## config.mk

```make
export PLATFORM = sky130hd
export DESIGN_NAME = utf16_to_utf8_transcoder
export DESIGN_NICKNAME = d
export VERILOG_FILES = /design/src/design/u16u8_pkg.sv /design/src/design/utf16_to_utf8_transcoder.sv /design/src/design/u16u8_front.sv /design/src/design/u16u8_fifo.sv /design/src/design/u16u8_back.sv
export SDC_FILE = /design/constraint.sdc
export NUM_CORES = 1
export LEC_CHECK = 0
export BUFFER_PORTS_ARGS = -buffer_cell sky130_fd_sc_hd__clkbuf_2
export CORE_UTILIZATION = 37
export CTS_CLUSTER_SIZE = 10
export DETAILED_ROUTE_END_ITERATION = 8
export PLACE_DENSITY = 0.57
export SLEW_MARGIN = 20
export SYNTH_ARGS = -nofsm -noshare
export SYNTH_HDL_FRONTEND = slang
export SYNTH_HIERARCHICAL = 1
export SYNTH_SLANG_ARGS = --single-unit
```

## constraint.sdc

```tcl
create_clock -name clk -period 8 [get_ports clk]
set_input_delay 0 -clock clk [delete_from_list [all_inputs] [get_ports clk]]
set_output_delay 0 -clock clk [all_outputs]
set_load 0.02 [all_outputs]
```

## src/design/u16u8_pkg.sv

```systemverilog
// Package for the UTF-16 to UTF-8 transcoder.
// Holds the queue entry and status types, the size constants and the byte encoder.
// It depends on nothing else.
package u16u8_pkg;

	localparam int unsigned QUEUE_DEPTH_DEFAULT = 4;
	localparam int unsigned CP_W = 21;
	localparam logic [CP_W-1:0] PAIR_BIAS = 21'h02400;

	typedef enum logic [1:0] {
		LEN_ONE   = 2'd0,
		LEN_TWO   = 2'd1,
		LEN_THREE = 2'd2,
		LEN_FOUR  = 2'd3
	} len_t;

	typedef struct packed {
		logic [CP_W-1:0] cp;
		len_t            len;
	} job_t;

	typedef struct packed {
		logic full;
		logic empty;
	} q_status_t;

	localparam logic [7:0] LEAD4_TAG = 8'b1111_0000;
	localparam logic [7:0] LEAD3_TAG = 8'b1110_0000;
	localparam logic [7:0] LEAD2_TAG = 8'b1100_0000;
	localparam logic [7:0] CONT_TAG  = 8'b1000_0000;

	function automatic logic [7:0] encode_byte(input logic [CP_W-1:0] cp, input len_t len,
			input logic [1:0] idx);
		logic [7:0] b;
		b = CONT_TAG | {2'b00, cp[5:0]};
		case (len)
			LEN_ONE: begin
				b = cp[7:0];
			end
			LEN_TWO: begin
				if (idx == 2'd0) begin
					b = LEAD2_TAG | {3'b000, cp[10:6]};
				end
			end
			LEN_THREE: begin
				if (idx == 2'd0) begin
					b = LEAD3_TAG | {4'b0000, cp[15:12]};
				end else if (idx == 2'd1) begin
					b = CONT_TAG | {2'b00, cp[11:6]};
				end
			end
			LEN_FOUR: begin
				if (idx == 2'd0) begin
					b = LEAD4_TAG | {5'b00000, cp[20:18]};
				end else if (idx == 2'd1) begin
					b = CONT_TAG | {2'b00, cp[17:12]};
				end else if (idx == 2'd2) begin
					b = CONT_TAG | {2'b00, cp[11:6]};
				end
			end
			default: begin
				b = CONT_TAG | {2'b00, cp[5:0]};
			end
		endcase
		return b;
	endfunction

endpackage

```

## src/design/utf16_to_utf8_transcoder.sv

```systemverilog
// UTF-16 to UTF-8 transcoder, top level.
// Instantiates u16u8_front, u16u8_fifo and u16u8_back; uses u16u8_pkg.
// The block takes one UTF-16 code unit per request and returns its UTF-8 bytes, one byte
// per request on the output, with run_last marking the final byte of each unit. A unit
// is accepted in every cycle while the job queue of QUEUE_DEPTH entries has room; the
// output delivers one byte per cycle while out_stall is low, one to three bytes per unit by
// its code point and four for a surrogate pair, set by the back-end byte serializer. The
// first byte of a unit passes through the job queue and then the registered output stage.
// A held lead produces no output, and a lead that ends a string is dropped.
module utf16_to_utf8_transcoder #(
	parameter int unsigned QUEUE_DEPTH = u16u8_pkg::QUEUE_DEPTH_DEFAULT
) (
	input  logic        clk,
	input  logic        arst_n,
	input  logic        in_valid,
	output logic        in_stall,
	input  logic [15:0] code_unit,
	input  logic        string_last,
	output logic        out_valid,
	input  logic        out_stall,
	output logic [7:0]  out_byte,
	output logic        run_last
);

	u16u8_pkg::q_status_t q_status;
	u16u8_pkg::job_t      push_job;
	u16u8_pkg::job_t      head_job;
	logic                 push;
	logic                 pop;

	u16u8_front u_front (
		.clk         (clk),
		.arst_n      (arst_n),
		.in_valid    (in_valid),
		.in_stall    (in_stall),
		.code_unit   (code_unit),
		.string_last (string_last),
		.q_status    (q_status),
		.push        (push),
		.push_job    (push_job)
	);

	u16u8_fifo #(
		.DEPTH (QUEUE_DEPTH)
	) u_fifo (
		.clk      (clk),
		.arst_n   (arst_n),
		.push     (push),
		.push_job (push_job),
		.pop      (pop),
		.head_job (head_job),
		.q_status (q_status)
	);

	u16u8_back u_back (
		.clk       (clk),
		.arst_n    (arst_n),
		.head_job  (head_job),
		.q_status  (q_status),
		.pop       (pop),
		.out_valid (out_valid),
		.out_stall (out_stall),
		.out_byte  (out_byte),
		.run_last  (run_last)
	);

endmodule

```

## src/design/u16u8_front.sv

```systemverilog
// Front end of the transcoder: accepts code units, pairs surrogates, classifies lengths.
// Pushes one code point and byte count per encoded unit into the queue; uses u16u8_pkg.
module u16u8_front (
	input  logic                 clk,
	input  logic                 arst_n,
	input  logic                 in_valid,
	output logic                 in_stall,
	input  logic [15:0]          code_unit,
	input  logic                 string_last,
	input  u16u8_pkg::q_status_t q_status,
	output logic                 push,
	output u16u8_pkg::job_t      push_job
);

	logic        lead_pending_q;
	logic [10:0] lead_offset_q;
	logic        accept;
	logic        is_surr;

	assign in_stall = q_status.full;
	assign accept   = in_valid && !q_status.full;
	assign is_surr  = code_unit[15:11] == 5'b11011;

	always_comb begin
		push_job.cp  = {5'b00000, code_unit};
		push_job.len = u16u8_pkg::LEN_ONE;
		push         = accept;
		if (lead_pending_q) begin
			push_job.cp  = {lead_offset_q, 10'b0} + {5'b00000, code_unit} + u16u8_pkg::PAIR_BIAS;
			push_job.len = u16u8_pkg::LEN_FOUR;
		end else if (is_surr) begin
			push = 1'b0;
		end else if (code_unit[15:11] != 5'b00000) begin
			push_job.len = u16u8_pkg::LEN_THREE;
		end else if (code_unit[10:7] != 4'b0000) begin
			push_job.len = u16u8_pkg::LEN_TWO;
		end
	end

	always_ff @(posedge clk or negedge arst_n) begin
		if (!arst_n) begin
			lead_pending_q <= 1'b0;
			lead_offset_q  <= '0;
		end else if (accept) begin
			if (lead_pending_q) begin
				lead_pending_q <= 1'b0;
			end else if (is_surr && !string_last) begin
				lead_pending_q <= 1'b1;
				lead_offset_q  <= code_unit[10:0];
			end
		end
	end

endmodule

```

## src/design/u16u8_fifo.sv

```systemverilog
// Short queue of encode jobs between the front and back ends of the transcoder.
// Register array with read and write pointers; uses u16u8_pkg for the entry type.
module u16u8_fifo #(
	parameter int unsigned DEPTH = u16u8_pkg::QUEUE_DEPTH_DEFAULT
) (
	input  logic                 clk,
	input  logic                 arst_n,
	input  logic                 push,
	input  u16u8_pkg::job_t      push_job,
	input  logic                 pop,
	output u16u8_pkg::job_t      head_job,
	output u16u8_pkg::q_status_t q_status
);

	localparam int unsigned PW = $clog2(DEPTH);
	localparam int unsigned CW = $clog2(DEPTH + 1);

	u16u8_pkg::job_t mem_q [DEPTH];
	logic [PW-1:0]   wr_ptr_q;
	logic [PW-1:0]   rd_ptr_q;
	logic [CW-1:0]   count_q;

	assign head_job       = mem_q[rd_ptr_q];
	assign q_status.full  = count_q == CW'(DEPTH);
	assign q_status.empty = count_q == '0;

	always_ff @(posedge clk) begin
		if (push) begin
			mem_q[wr_ptr_q] <= push_job;
		end
	end

	always_ff @(posedge clk or negedge arst_n) begin
		if (!arst_n) begin
			wr_ptr_q <= '0;
			rd_ptr_q <= '0;
			count_q  <= '0;
		end else begin
			if (push) begin
				wr_ptr_q <= (wr_ptr_q == PW'(DEPTH - 1)) ? '0 : wr_ptr_q + PW'(1);
			end
			if (pop) begin
				rd_ptr_q <= (rd_ptr_q == PW'(DEPTH - 1)) ? '0 : rd_ptr_q + PW'(1);
			end
			if (push && !pop) begin
				count_q <= count_q + CW'(1);
			end else if (pop && !push) begin
				count_q <= count_q - CW'(1);
			end
		end
	end

`ifndef SYNTHESIS
	a_no_overflow: assert property (@(posedge clk) disable iff (!arst_n)
		q_status.full |-> !push)
		else $error("push into a full queue");
	a_no_underflow: assert property (@(posedge clk) disable iff (!arst_n)
		q_status.empty |-> !pop)
		else $error("pop from an empty queue");
	a_count_track: assert property (@(posedge clk) disable iff (!arst_n)
		(push && !pop) |=> count_q == $past(count_q) + CW'(1))
		else $error("queue count did not follow a push");
`endif

endmodule

```

## src/design/u16u8_back.sv

```systemverilog
// Back end of the transcoder: serializes each queued job into UTF-8 bytes.
// Drives the registered output channel; uses u16u8_pkg for the byte encoder.
module u16u8_back (
	input  logic                 clk,
	input  logic                 arst_n,
	input  u16u8_pkg::job_t      head_job,
	input  u16u8_pkg::q_status_t q_status,
	output logic                 pop,
	output logic                 out_valid,
	input  logic                 out_stall,
	output logic [7:0]           out_byte,
	output logic                 run_last
);

	logic       out_valid_q;
	logic [7:0] out_byte_q;
	logic       run_last_q;
	logic [1:0] idx_q;
	logic       load;
	logic       take;
	logic       last_v;

	assign load   = !out_valid_q || !out_stall;
	assign take   = load && !q_status.empty;
	assign last_v = idx_q == head_job.len;
	assign pop    = take && last_v;

	assign out_valid = out_valid_q;
	assign out_byte  = out_byte_q;
	assign run_last  = run_last_q;

	always_ff @(posedge clk or negedge arst_n) begin
		if (!arst_n) begin
			out_valid_q <= 1'b0;
			idx_q       <= '0;
		end else begin
			if (load) begin
				out_valid_q <= !q_status.empty;
			end
			if (take) begin
				idx_q <= last_v ? 2'd0 : idx_q + 2'd1;
			end
		end
	end

	always_ff @(posedge clk) begin
		if (take) begin
			out_byte_q <= u16u8_pkg::encode_byte(head_job.cp, head_job.len, idx_q);
			run_last_q <= last_v;
		end
	end

endmodule
```

# Word level (Yosys, flattened, before mapping)
# Memory sizes are Yosys's and may differ from the RTL's.
# Index checks and enable logic that the tools add are counted.
# totals
regBits,31
latchBits,0
mem_bits_rw,92
romBits,0
in_bits,21
out_inout_bits,11
word_cells,72
memories,1
# mem_list
name,depth,width,rd,rd_ports_with_merged_regs,wr,line,rtl
u_fifo.mem_q,4,23,1,0,1,u16u8_fifo.sv:18,u16u8_pkg::job_t mem_q [DEPTH];
# classes
n_addsub,7
mul,0
div,0
n_lt_le_gt_ge,0
n_eq_ne,10
shift,0
mux,23
bitwise_logic,1
reduce_logical,21
# ops
op,count
$pmux 8 s4,1
$mux 8,3
$add 21x14->21 const B,1
$add 21x16->21,1
$mux 21,1
$mux 2,6
$mux 6,2
$eq 2x2->1 const B,5
$logic_not 1->1,7
$mux 1,7
$mux 7,1
$add 2x1->2 const B,3
$logic_and 1x1->1,6
$mux 3,2
$eq 5x5->1 const B,1
$reduce_bool 5->1,1
$eq 2x1->1 const B,2
$logic_not 2->1,2
$reduce_bool 4->1,1
$add 3x1->3 const B,1
$eq 3x3->1 const B,1
$logic_not 3->1,1
$reduce_and 3->1,1
$sub 3x1->3 const B,1
4 further kinds,4

# Depth between registers and ports, before layout
# Gate-level depths: netlist of run 1.
# depth
depth_word,9
depth_mapped,12
mapped_depth_nobuf,10

# Hierarchy
# The synthesis of run 1 kept the hierarchy.
# modules_own_cells
mod,instances,cells_per_inst,area_per_inst_um2,seq_area_each_um2
u16u8_fifo,1,158,3774.9,2937.8
u16u8_front,1,119,1182.4,300.3
u16u8_back,1,96,940.9,345.3

# Least setup slack after synthesis of run 1
# Ideal clock, no wire load.
# synth_path
path_kind,reg-to-reg
startpoint,register u_fifo.rd_ptr_q[0]
endpoint,register u_fifo.count_q[1]
setup_time_ps,125
arrival_ps,2629
required_time_ps,7875
setup_slack_ps,5246
stages_incl_launch_ff,11
n_path_buf,2
period_less_slack_ps,2754
path_cell_list,dfrtp_1 -> buf_6 -> mux4_1 -> buf_6 -> xor2_2 -> nor3_1 -> inv_1 -> ha_1 -> inv_1 -> fa_1 -> mux2_2
# synth_rtl
element,line,rtl
start: declaration,u16u8_fifo.sv:20,logic [PW-1:0] rd_ptr_q;
start signal: assignment,u16u8_fifo.sv:43,rd_ptr_q <= (rd_ptr_q == PW'(DEPTH - 1)) ? '0 : rd_ptr_q + PW'(1);
end signal: assignment,u16u8_fifo.sv:46,count_q <= count_q + CW'(1);
end signal: assignment,u16u8_fifo.sv:48,count_q <= count_q - CW'(1);
end: declaration,u16u8_fifo.sv:21,logic [CW-1:0] count_q;

==> impl_metrics.toml, run 1 <==
[worst_setup_path]
worst-r2r-cell-count = 8
crit_arrival_ns = 3.87
critical_path_class = "flop to flop"
critical_path.cell_chain = "mux4_1 -> xor2_2 -> nor3_1 -> inv_1 -> ha_1 -> inv_1 -> fa_1 -> mux2_2"
startpoint_type = "flop"
rr_endpoint = "u_fifo/count_q[1]"
cp_slowest_stage_delay_ns = 1.05
cp.required_ns = 8.29
r2r-start = "u_fifo/rd_ptr_q[1]"
crit_slowest_cell = "dfrtp_1"
worst_path_most_repeated_cell = "inv_1"
end_kind = "flop"
r2r_slack_ns = 4.42
cp_max_fo = 25
crit_family = "flip-flops"
crit_buf_inv = 2

[die]
initial_core_util = 0.384
io_pins = 32
fp.coreArea_um2 = 15400
row_count = 45
die-area_um2 = 16400
die_w_um = 128
die_h_um = 128

[synth]
synth_edf_count = 101
yosysTopAreaCellShare = 0.514
avgSynthCellArea_um2 = 15.8
synth-async-reset-ratio = 0.179
postSynthCellCount = 373
synth.area.top_cells = "edfxtp_1 (51%), dfrtp_1 (9.3%), mux4_2 (6.9%)"
synth_area_um2 = 5900
ys_ff_latch = 123
synth_ff_type = "edfxtp_1"
ys_types = 63
yosys_warnings = 6
synth-seq-area-share = 0.608
syn_nets = 418
synth_area_leader_cell = "edfxtp_1"

[timing]
slew_headroom = 0.284
setup_tns_ns = 0
setup_violations = 0
hold_violations = 0
skew_ns = 0.00833
tightest_slew_ns = 1.07
period_needed_ns = 3.58
whs_ns = 0.0410
fmax_ghz = 0.279
rsz0062_at_grt = "no"
maxSlewViolCount = 0
period_share = 0.448

[power]
peakVddDrop_mv = 0.156
powerDensity_nw_per_um2 = 373
power.leakage_nw = 2.56

[cells_and_area]
diodes = 0
most-common-layout-cells = "edfxtp_1 (101), clkbuf_2 (31), ha_1 (22), dfrtp_1 (22), nand2_1 (20)"
layout_commonest_cell = "edfxtp_1"
drive_above_1_share = 0.252
syn_to_final_growth_pct = 16.2
nets = 461

[cts]
cts_setup_buffers = 0
cts_num_sinks = 123
ctsResizeCount = 0
clockBufferDepth = 2
cts_buffers = 17
clk_pin_slew_ns = 0.05
clkLatencyLatePin_ns = 0.41
cts_tree = "yes"
cts_max_level = 4
cts-root-buf = "clkbuf_16"

[placed_design]
hpwlAfterDp_um = 7760
place_congestion = 0.811
portBuffers = 31

[route]
drtIter0Drc = 173
firstDrtPassIters = 4
drc_errors = 0
drt-wirelength-per-cell_um = 18.3
ant_nets = 0
vias = 3271
avgViaCountPerCell = 5.11
drt-total-wl_um = 11700

[global_route]
grt_max_degree = 27
use_met2 = 0.251
grt_first_pass_wirelength_um = 18700
busiest_layer = "met2"
grt.overflow.total = 0
met3_usage = 0.0463
met1_usage = 0.205
antenna_found_initial = 0
grt_util_all_layers = 0.158
grt_pass1_vias = 3482

[worst_hold_path]
hold_start = "code_unit[11]"
hp-class = "input port to flop"
hold_depth = 2
hold_end = "u_fifo/mem_q[3][13]"

[job]
cap_viol_max_count = 0

[status]
status = "completed"
[kinds of logic after synthesis]
family	count (synthesis)	synth area share
simple gates	67	0.0626
mux	51	0.142
buf+inv	42	0.0471
fa+ha+maj	24	0.0535
compound gates	60	0.0755
xor+xnor	6	0.0115
flops	123	0.608
[area by class of cell]
| class | count | area, µm² |
|---|---|---|
| fillers | 1354 | 8520 |
| clock inverters | 10 | 124 |
| repair buffers | 51 | 343 |
| flip-flops and latches | 123 | 3580 |
| clock buffers | 22 | 444 |
| multi-input cells | 208 | 2040 |
| inverters | 15 | 56.3 |
| well taps | 211 | 264 |
[per-stage QoR]
| step | power [mW] | utilization | setup slack [ns] | std cells | cell area [µm²] |
|---|---|---|---|---|---|
| after floorplan | 1.65 | - | 5.25 | 373 | 5900 |
| after global placement | 1.81 | 0.399 | 4.40 | 593 | 6130 |
| after detailed placement | 1.83 | 0.399 | 4.33 | 593 | 6130 |
| after CTS | 2.59 | 0.446 | 4.33 | 640 | 6850 |
| after global routing | 2.71 | 0.446 | 4.14 | 640 | 6850 |
| final | 2.56 | 0.446 | 4.42 | 640 | 6850 |
[how the worst max path moves through the flow]
stage	from	endpoint	slack (ns)	cells past startpoint
global placement	u_fifo/rd_ptr_q[1]	u_fifo/count_q[1]	4.40	8
detailed placement	u_fifo/rd_ptr_q[1]	u_fifo/count_q[1]	4.33	8
floorplan	u_fifo/rd_ptr_q[0]	u_fifo/count_q[1]	5.25	10
global route	u_fifo/rd_ptr_q[1]	u_fifo/count_q[1]	4.14	8
finish	u_fifo/rd_ptr_q[1]	u_fifo/count_q[1]	4.42	8
CTS	u_fifo/rd_ptr_q[1]	u_fifo/count_q[1]	4.33	8
[power by group]
group          total [mW]  internal (mW)  switching (mW)
registers           0.949          0.871          0.0774
logic               0.867          0.381           0.486
clock network       0.741          0.484           0.257
total                2.56           1.74           0.821
[timing repair]
item,CTS,global route
setup endpoints to repair,0,0
hold endpoints to repair,75,0
hold buffers,15,0
[layer usage]
metal,part of all wire,vias to the layer above
met2,0.48,67
met3,0.034,17
li1,-,1530
met1,0.47,1657
met4,0.017,0
met5,0,-
[state kept, by name (all words and copies together), names as in the netlist]
name / flops
u_fifo/mem_q: 92
u_front/lead_offset_q: 11
u_back/out_byte: 8
u_fifo/count_q: 3
u_back/idx_q: 2
u_fifo/rd_ptr_q: 2
u_fifo/wr_ptr_q: 2
u_back/out_valid: 1
u_back/run_last: 1
u_front/lead_pending_q: 1
[synthesized netlist by cell type, drive strengths merged, types with 4 or more instances]
master,number
a21o,6
o22ai,4
nand2b,4
o21ai,12
buf,26
o21a,4
or3,4
mux2,18
edfxtp,101
a21oi,11
mux2i,10
nor2,13
and2,5
inv,15
dfrtp,22
mux4,23
ha,22
nor3,5
nand2,20
xor2,4
No activity file was read; power rests on OpenSTA's default activity.
==> inputs of run 2 (changes only) <==
- PLACE_DENSITY: 0.57 -> 0.59
- clock period: 8 -> 2.9 ns (I/O delays scaled with it)
==> run 2 against run 1 <==
Critical path depth stayed put; clock-buffer cell count stayed put; setup slack got worse by 4.2 ns; final area shrank 0.29%; routed wire length down 3.0%; core utilization fell by 0.13 points; sequential share of layout area up 0.15 points; total power increased to 2.7 times the previous value; flip-flop and latch count unchanged; first-iteration DRC count increased by 25%; via count shrank 0.98%; largest power group unchanged.
==> impl_metrics.toml, run 2 (synthesis results as in run 1) <==
[route]
drt-wirelength-per-cell_um = 17.5
drtIter0Drc = 217
drt-total-wl_um = 11300
vias = 3239
ant_nets = 0
avgViaCountPerCell = 5.01
firstDrtPassIters = 4
drc_errors = 0

[worst_hold_path]
hp-class = "input port to flop"
hold_start = "in_valid"

[timing]
period_share = 0.934
slew_headroom = 0.546
hold_violations = 0
fmax_ghz = 0.369
setup_tns_ns = 0
maxSlewViolCount = 0
skew_ns = 0.00832
setup_slack_ns = 0.193
rsz0062_at_grt = "no"
setup_violations = 0
period_needed_ns = 2.71
tightest_slew_ns = 0.681

[cells_and_area]
largest_reg_flops = 92
syn_to_final_growth_pct = 15.8
layout_commonest_cell = "edfxtp_1"
diodes = 0
nets = 468
drive_above_1_share = 0.271
most-common-layout-cells = "edfxtp_1 (101), clkbuf_2 (31), ha_1 (22), dfrtp_1 (22), nand2_1 (20)"
regMostFlops = "u_fifo/mem_q"

[die]
initial_core_util = 0.384
die-area_um2 = 16400
row_count = 45
io_pins = 32
die_w_um = 128
die_h_um = 128
fp.coreArea_um2 = 15400

[cts]
ctsResizeCount = 0
cts_tree = "yes"
clk_pin_slew_ns = 0.05
cts_num_sinks = 123
cts_max_level = 4
clkLatencyLatePin_ns = 0.41
cts-root-buf = "clkbuf_16"
cts_buffers = 17
clockBufferDepth = 2

[status]
status = "completed"

[worst_setup_path]
crit_arrival_ns = 3.00
critical_path_class = "flop to flop"
cp.required_ns = 3.19
r2r-start = "u_fifo/rd_ptr_q[0]"
end_kind = "flop"
startpoint_type = "flop"
cp_max_fo = 4
crit_start = "u_fifo/rd_ptr_q[0]"

[power]
power.leakage_nw = 2.57
powerDensity_nw_per_um2 = 999
peakVddDrop_mv = 0.519

[global_route]
antenna_found_initial = 0
grt_max_degree = 24
grt.overflow.total = 0
grt_pass1_vias = 3340
grt_first_pass_wirelength_um = 18200
grt_util_all_layers = 0.153

[placed_design]
hpwlAfterDp_um = 7850
pre_cts_slack_ns = 0.185
portBuffers = 31
place_congestion = 0.786

[job]
cap_viol_max_count = 0
-- run 2: metrics by stage --
step	std cells	cell area (µm²)	power, mW	hold WS [ns]	util
global route	647	6830	7.26	0.0344	0.444
floorplan	373	5900	4.54	-0.296	-
finish	647	6830	6.83	0.0329	0.444
global placement	601	6190	5.04	0.0536	0.403
CTS	647	6830	6.91	0.0214	0.444
detailed placement	601	6190	5.12	0.0656	0.403
-- run 2: final cells by class --
type                    instances  area [µm²]
repair buffers                 58         393
clock buffers                  22         444
clock inverters                10        53.8
well taps                     211         264
fillers                      1379        8540
multi-input cells             208        2040
flip-flops and latches        123        3580
inverters                      15        56.3
-- run 2: metal layers --
metal / track usage / vias up / wire (µm)
li1: - / 1542 / -
met1: 0.196 / 1625 / 5150
met2: 0.249 / 64 / 5550
met3: 0.0480 / 8 / 558
met4: 0.0401 / 0 / 87
met5: 0 / - / 0
-- run 2: what timing repair did --
item / 4_1_cts / 5_1_grt
buffers inserted: 0 / 0
hold endpoints to repair: 75 / 0
hold buffers: 14 / 0
-- run 2: final timing paths --
kind                                            end  slack (ns)  cells after the start
max                               u_fifo/count_q[1]        0.19                      8
min                          u_front/lead_pending_q        0.03                      3
max reg2reg                       u_fifo/count_q[1]        0.19                      8
min reg2reg                       u_fifo/count_q[2]        0.48                      1
max in group asynchronous  u_front/lead_offset_q[7]        2.33                      2
min in group asynchronous         u_fifo/count_q[1]        0.15                      2
-- run 2: worst max-delay path, cell delays in order (launching register included) --
cell and delay (ns):
dfrtp_1 0.41, mux4_1 0.64, xor2_2 0.21, nor3_1 0.26, inv_1 0.12, ha_1 0.22, inv_1 0.07, fa_1 0.40
mux2_2 0.26
-- run 2: power by group --
group	internal, mW	total, mW	switching (mW)	leakage, nW
logic	1.10	2.50	1.40	1.11
registers	2.41	2.56	0.156	1.21
clock network	1.07	1.77	0.696	0.245
==> inputs of run 3 (changes only) <==
==> constraint.sdc (replaced) <==
create_clock -name clk -period 2.9 [get_ports clk]
set_input_delay 0.29 -clock clk [delete_from_list [all_inputs] [get_ports clk]]
set_output_delay 0.29 -clock clk [all_outputs]
set_load 0.02 [all_outputs]
==> run 3 against run 2 <==
Sequential share of layout area up 0.51 points; global-route usage grew 0.21 points; via count decreased by 0.77%; largest cell class unchanged.
==> impl_metrics.toml, run 3 (synthesis results as in run 1) <==
[cts]
cts_setup_buffers = 0
clk_pin_slew_ns = 0.05
cts_tree = "yes"
clkLatencyLatePin_ns = 0.41
cts-root-buf = "clkbuf_16"
ctsResizeCount = 0
cts_buffers = 17
hold_buffers = 1
cts_num_sinks = 123
clockBufferDepth = 2
cts_max_level = 4

[worst_setup_path]
cp_slowest_stage_delay_ns = 0.64
cp.required_ns = 3.19
end_kind = "flop"
crit_slowest_cell = "mux4_1"
critical_path_class = "flop to flop"
cp_max_fo = 4
critical_path.cell_chain = "mux4_1 -> xor2_2 -> nor3_1 -> inv_1 -> ha_1 -> inv_1 -> fa_1 -> mux2_2"
startpoint_type = "flop"
crit_arrival_ns = 3.02
worst_path_most_repeated_cell = "inv_1"

[power]
power.leakage_nw = 2.54
powerDensity_nw_per_um2 = 1040
peakVddDrop_mv = 0.435

[placed_design]
hpwlAfterDp_um = 7870
portBuffers = 31
place_congestion = 0.822
dp_cells = 601

[timing]
maxSlewViolCount = 0
hold_violations = 0
period_share = 0.940
setup_tns_ns = 0
skew_ns = 0.0133
fmax_ghz = 0.367
tightest_slew_ns = 0.699
period_needed_ns = 2.73
rsz0062_at_grt = "no"
setup_violations = 0
slew_headroom = 0.533

[die]
fp.coreArea_um2 = 15400
die_w_um = 128
initial_core_util = 0.384
die_h_um = 128
die-area_um2 = 16400
row_count = 45
io_pins = 32

[status]
status = "completed"

[route]
drt-total-wl_um = 11300
avgViaCountPerCell = 5.09
drc_errors = 0
drtIter0Drc = 238
drt-wirelength-per-cell_um = 17.9
vias = 3214
ant_nets = 0
firstDrtPassIters = 4

[cells_and_area]
drive_above_1_share = 0.278
syn_to_final_growth_pct = 14.7
fill_cells = 1353
regMostFlops = "u_fifo/mem_q"
final_cell_count_no_fill = 632
diodes = 0
layout_commonest_cell = "edfxtp_1"
largest_reg_flops = 92
most-common-layout-cells = "edfxtp_1 (101), clkbuf_2 (31), ha_1 (22), dfrtp_1 (22), nand2_1 (20)"
nets = 455

[global_route]
grt_util_all_layers = 0.155
antenna_found_initial = 0
grt_pass1_vias = 3370
grt_first_pass_wirelength_um = 18400
grt.overflow.total = 0
grt_max_degree = 24

[worst_hold_path]
hp-class = "input port to flop"

[job]
cap_viol_max_count = 0
-- run 3: metal layers --
layer  share of wire  up-vias  global-route usage
li1                -     1522                   -
met1            0.46     1609               0.201
met2            0.48       73               0.244
met3           0.042       10              0.0447
met4           0.016        0              0.0602
met5               0        -                   0
-- run 3: worst paths after layout --
check / from / end / slack, ns / cells past startpoint
min in group asynchronous: arst_n / u_back/out_valid / 0.44 / 2
worst min register to register: u_fifo/count_q[2] / u_fifo/count_q[2] / 0.49 / 1
worst max register to register: u_fifo/rd_ptr_q[0] / u_fifo/count_q[1] / 0.17 / 8
worst max-delay path: u_fifo/rd_ptr_q[0] / u_fifo/count_q[1] / 0.17 / 8
worst min-delay path: out_stall / u_back/out_valid / 0.12 / 3
max in group asynchronous: arst_n / u_front/lead_offset_q[6] / 2.03 / 2
-- run 3: cell type report --
cell class                 count  area (µm²)  share of cell area
sequential                   123        3580               0.530
multi-input combinational    208        2040               0.301
clock buffer                  19         433              0.0640
tap                          211         264              0.0390
timing repair buffer          45         263              0.0388
clock inverter                11         129              0.0190
inverter                      15        56.3             0.00832
-- run 3: stage by stage --
step	utilization	cell area, µm²	setup slack (ns)	total power, mW	hold slack, ns
2_1_floorplan	-	5900	0.146	4.54	-0.00559
3_3_place_gp	0.403	6190	0.247	5.04	0.345
3_5_place_dp	0.403	6190	0.166	5.11	0.353
4_1_cts	0.440	6770	0.150	7.13	0.108
5_1_grt	0.440	6770	0.00193	7.47	0.111
6_report	0.440	6770	0.174	7.06	0.119
-- run 3: critical path: cells and delay by family, from the launching register on --
| family | cells | cell delay, ns |
|---|---|---|
| muxes | 2 | 0.90 |
| adders and majority gates | 2 | 0.62 |
| DFF | 1 | 0.41 |
| and+or+nand+nor | 1 | 0.28 |
| xor gates and xnor gates | 1 | 0.21 |
| buffers and inverters | 2 | 0.18 |
-- run 3: power by group --
group          internal (mW)  switching, mW  total, mW
sequential              2.41          0.160       2.57
clock                   1.32          0.681       2.00
combinational           1.09           1.40       2.49
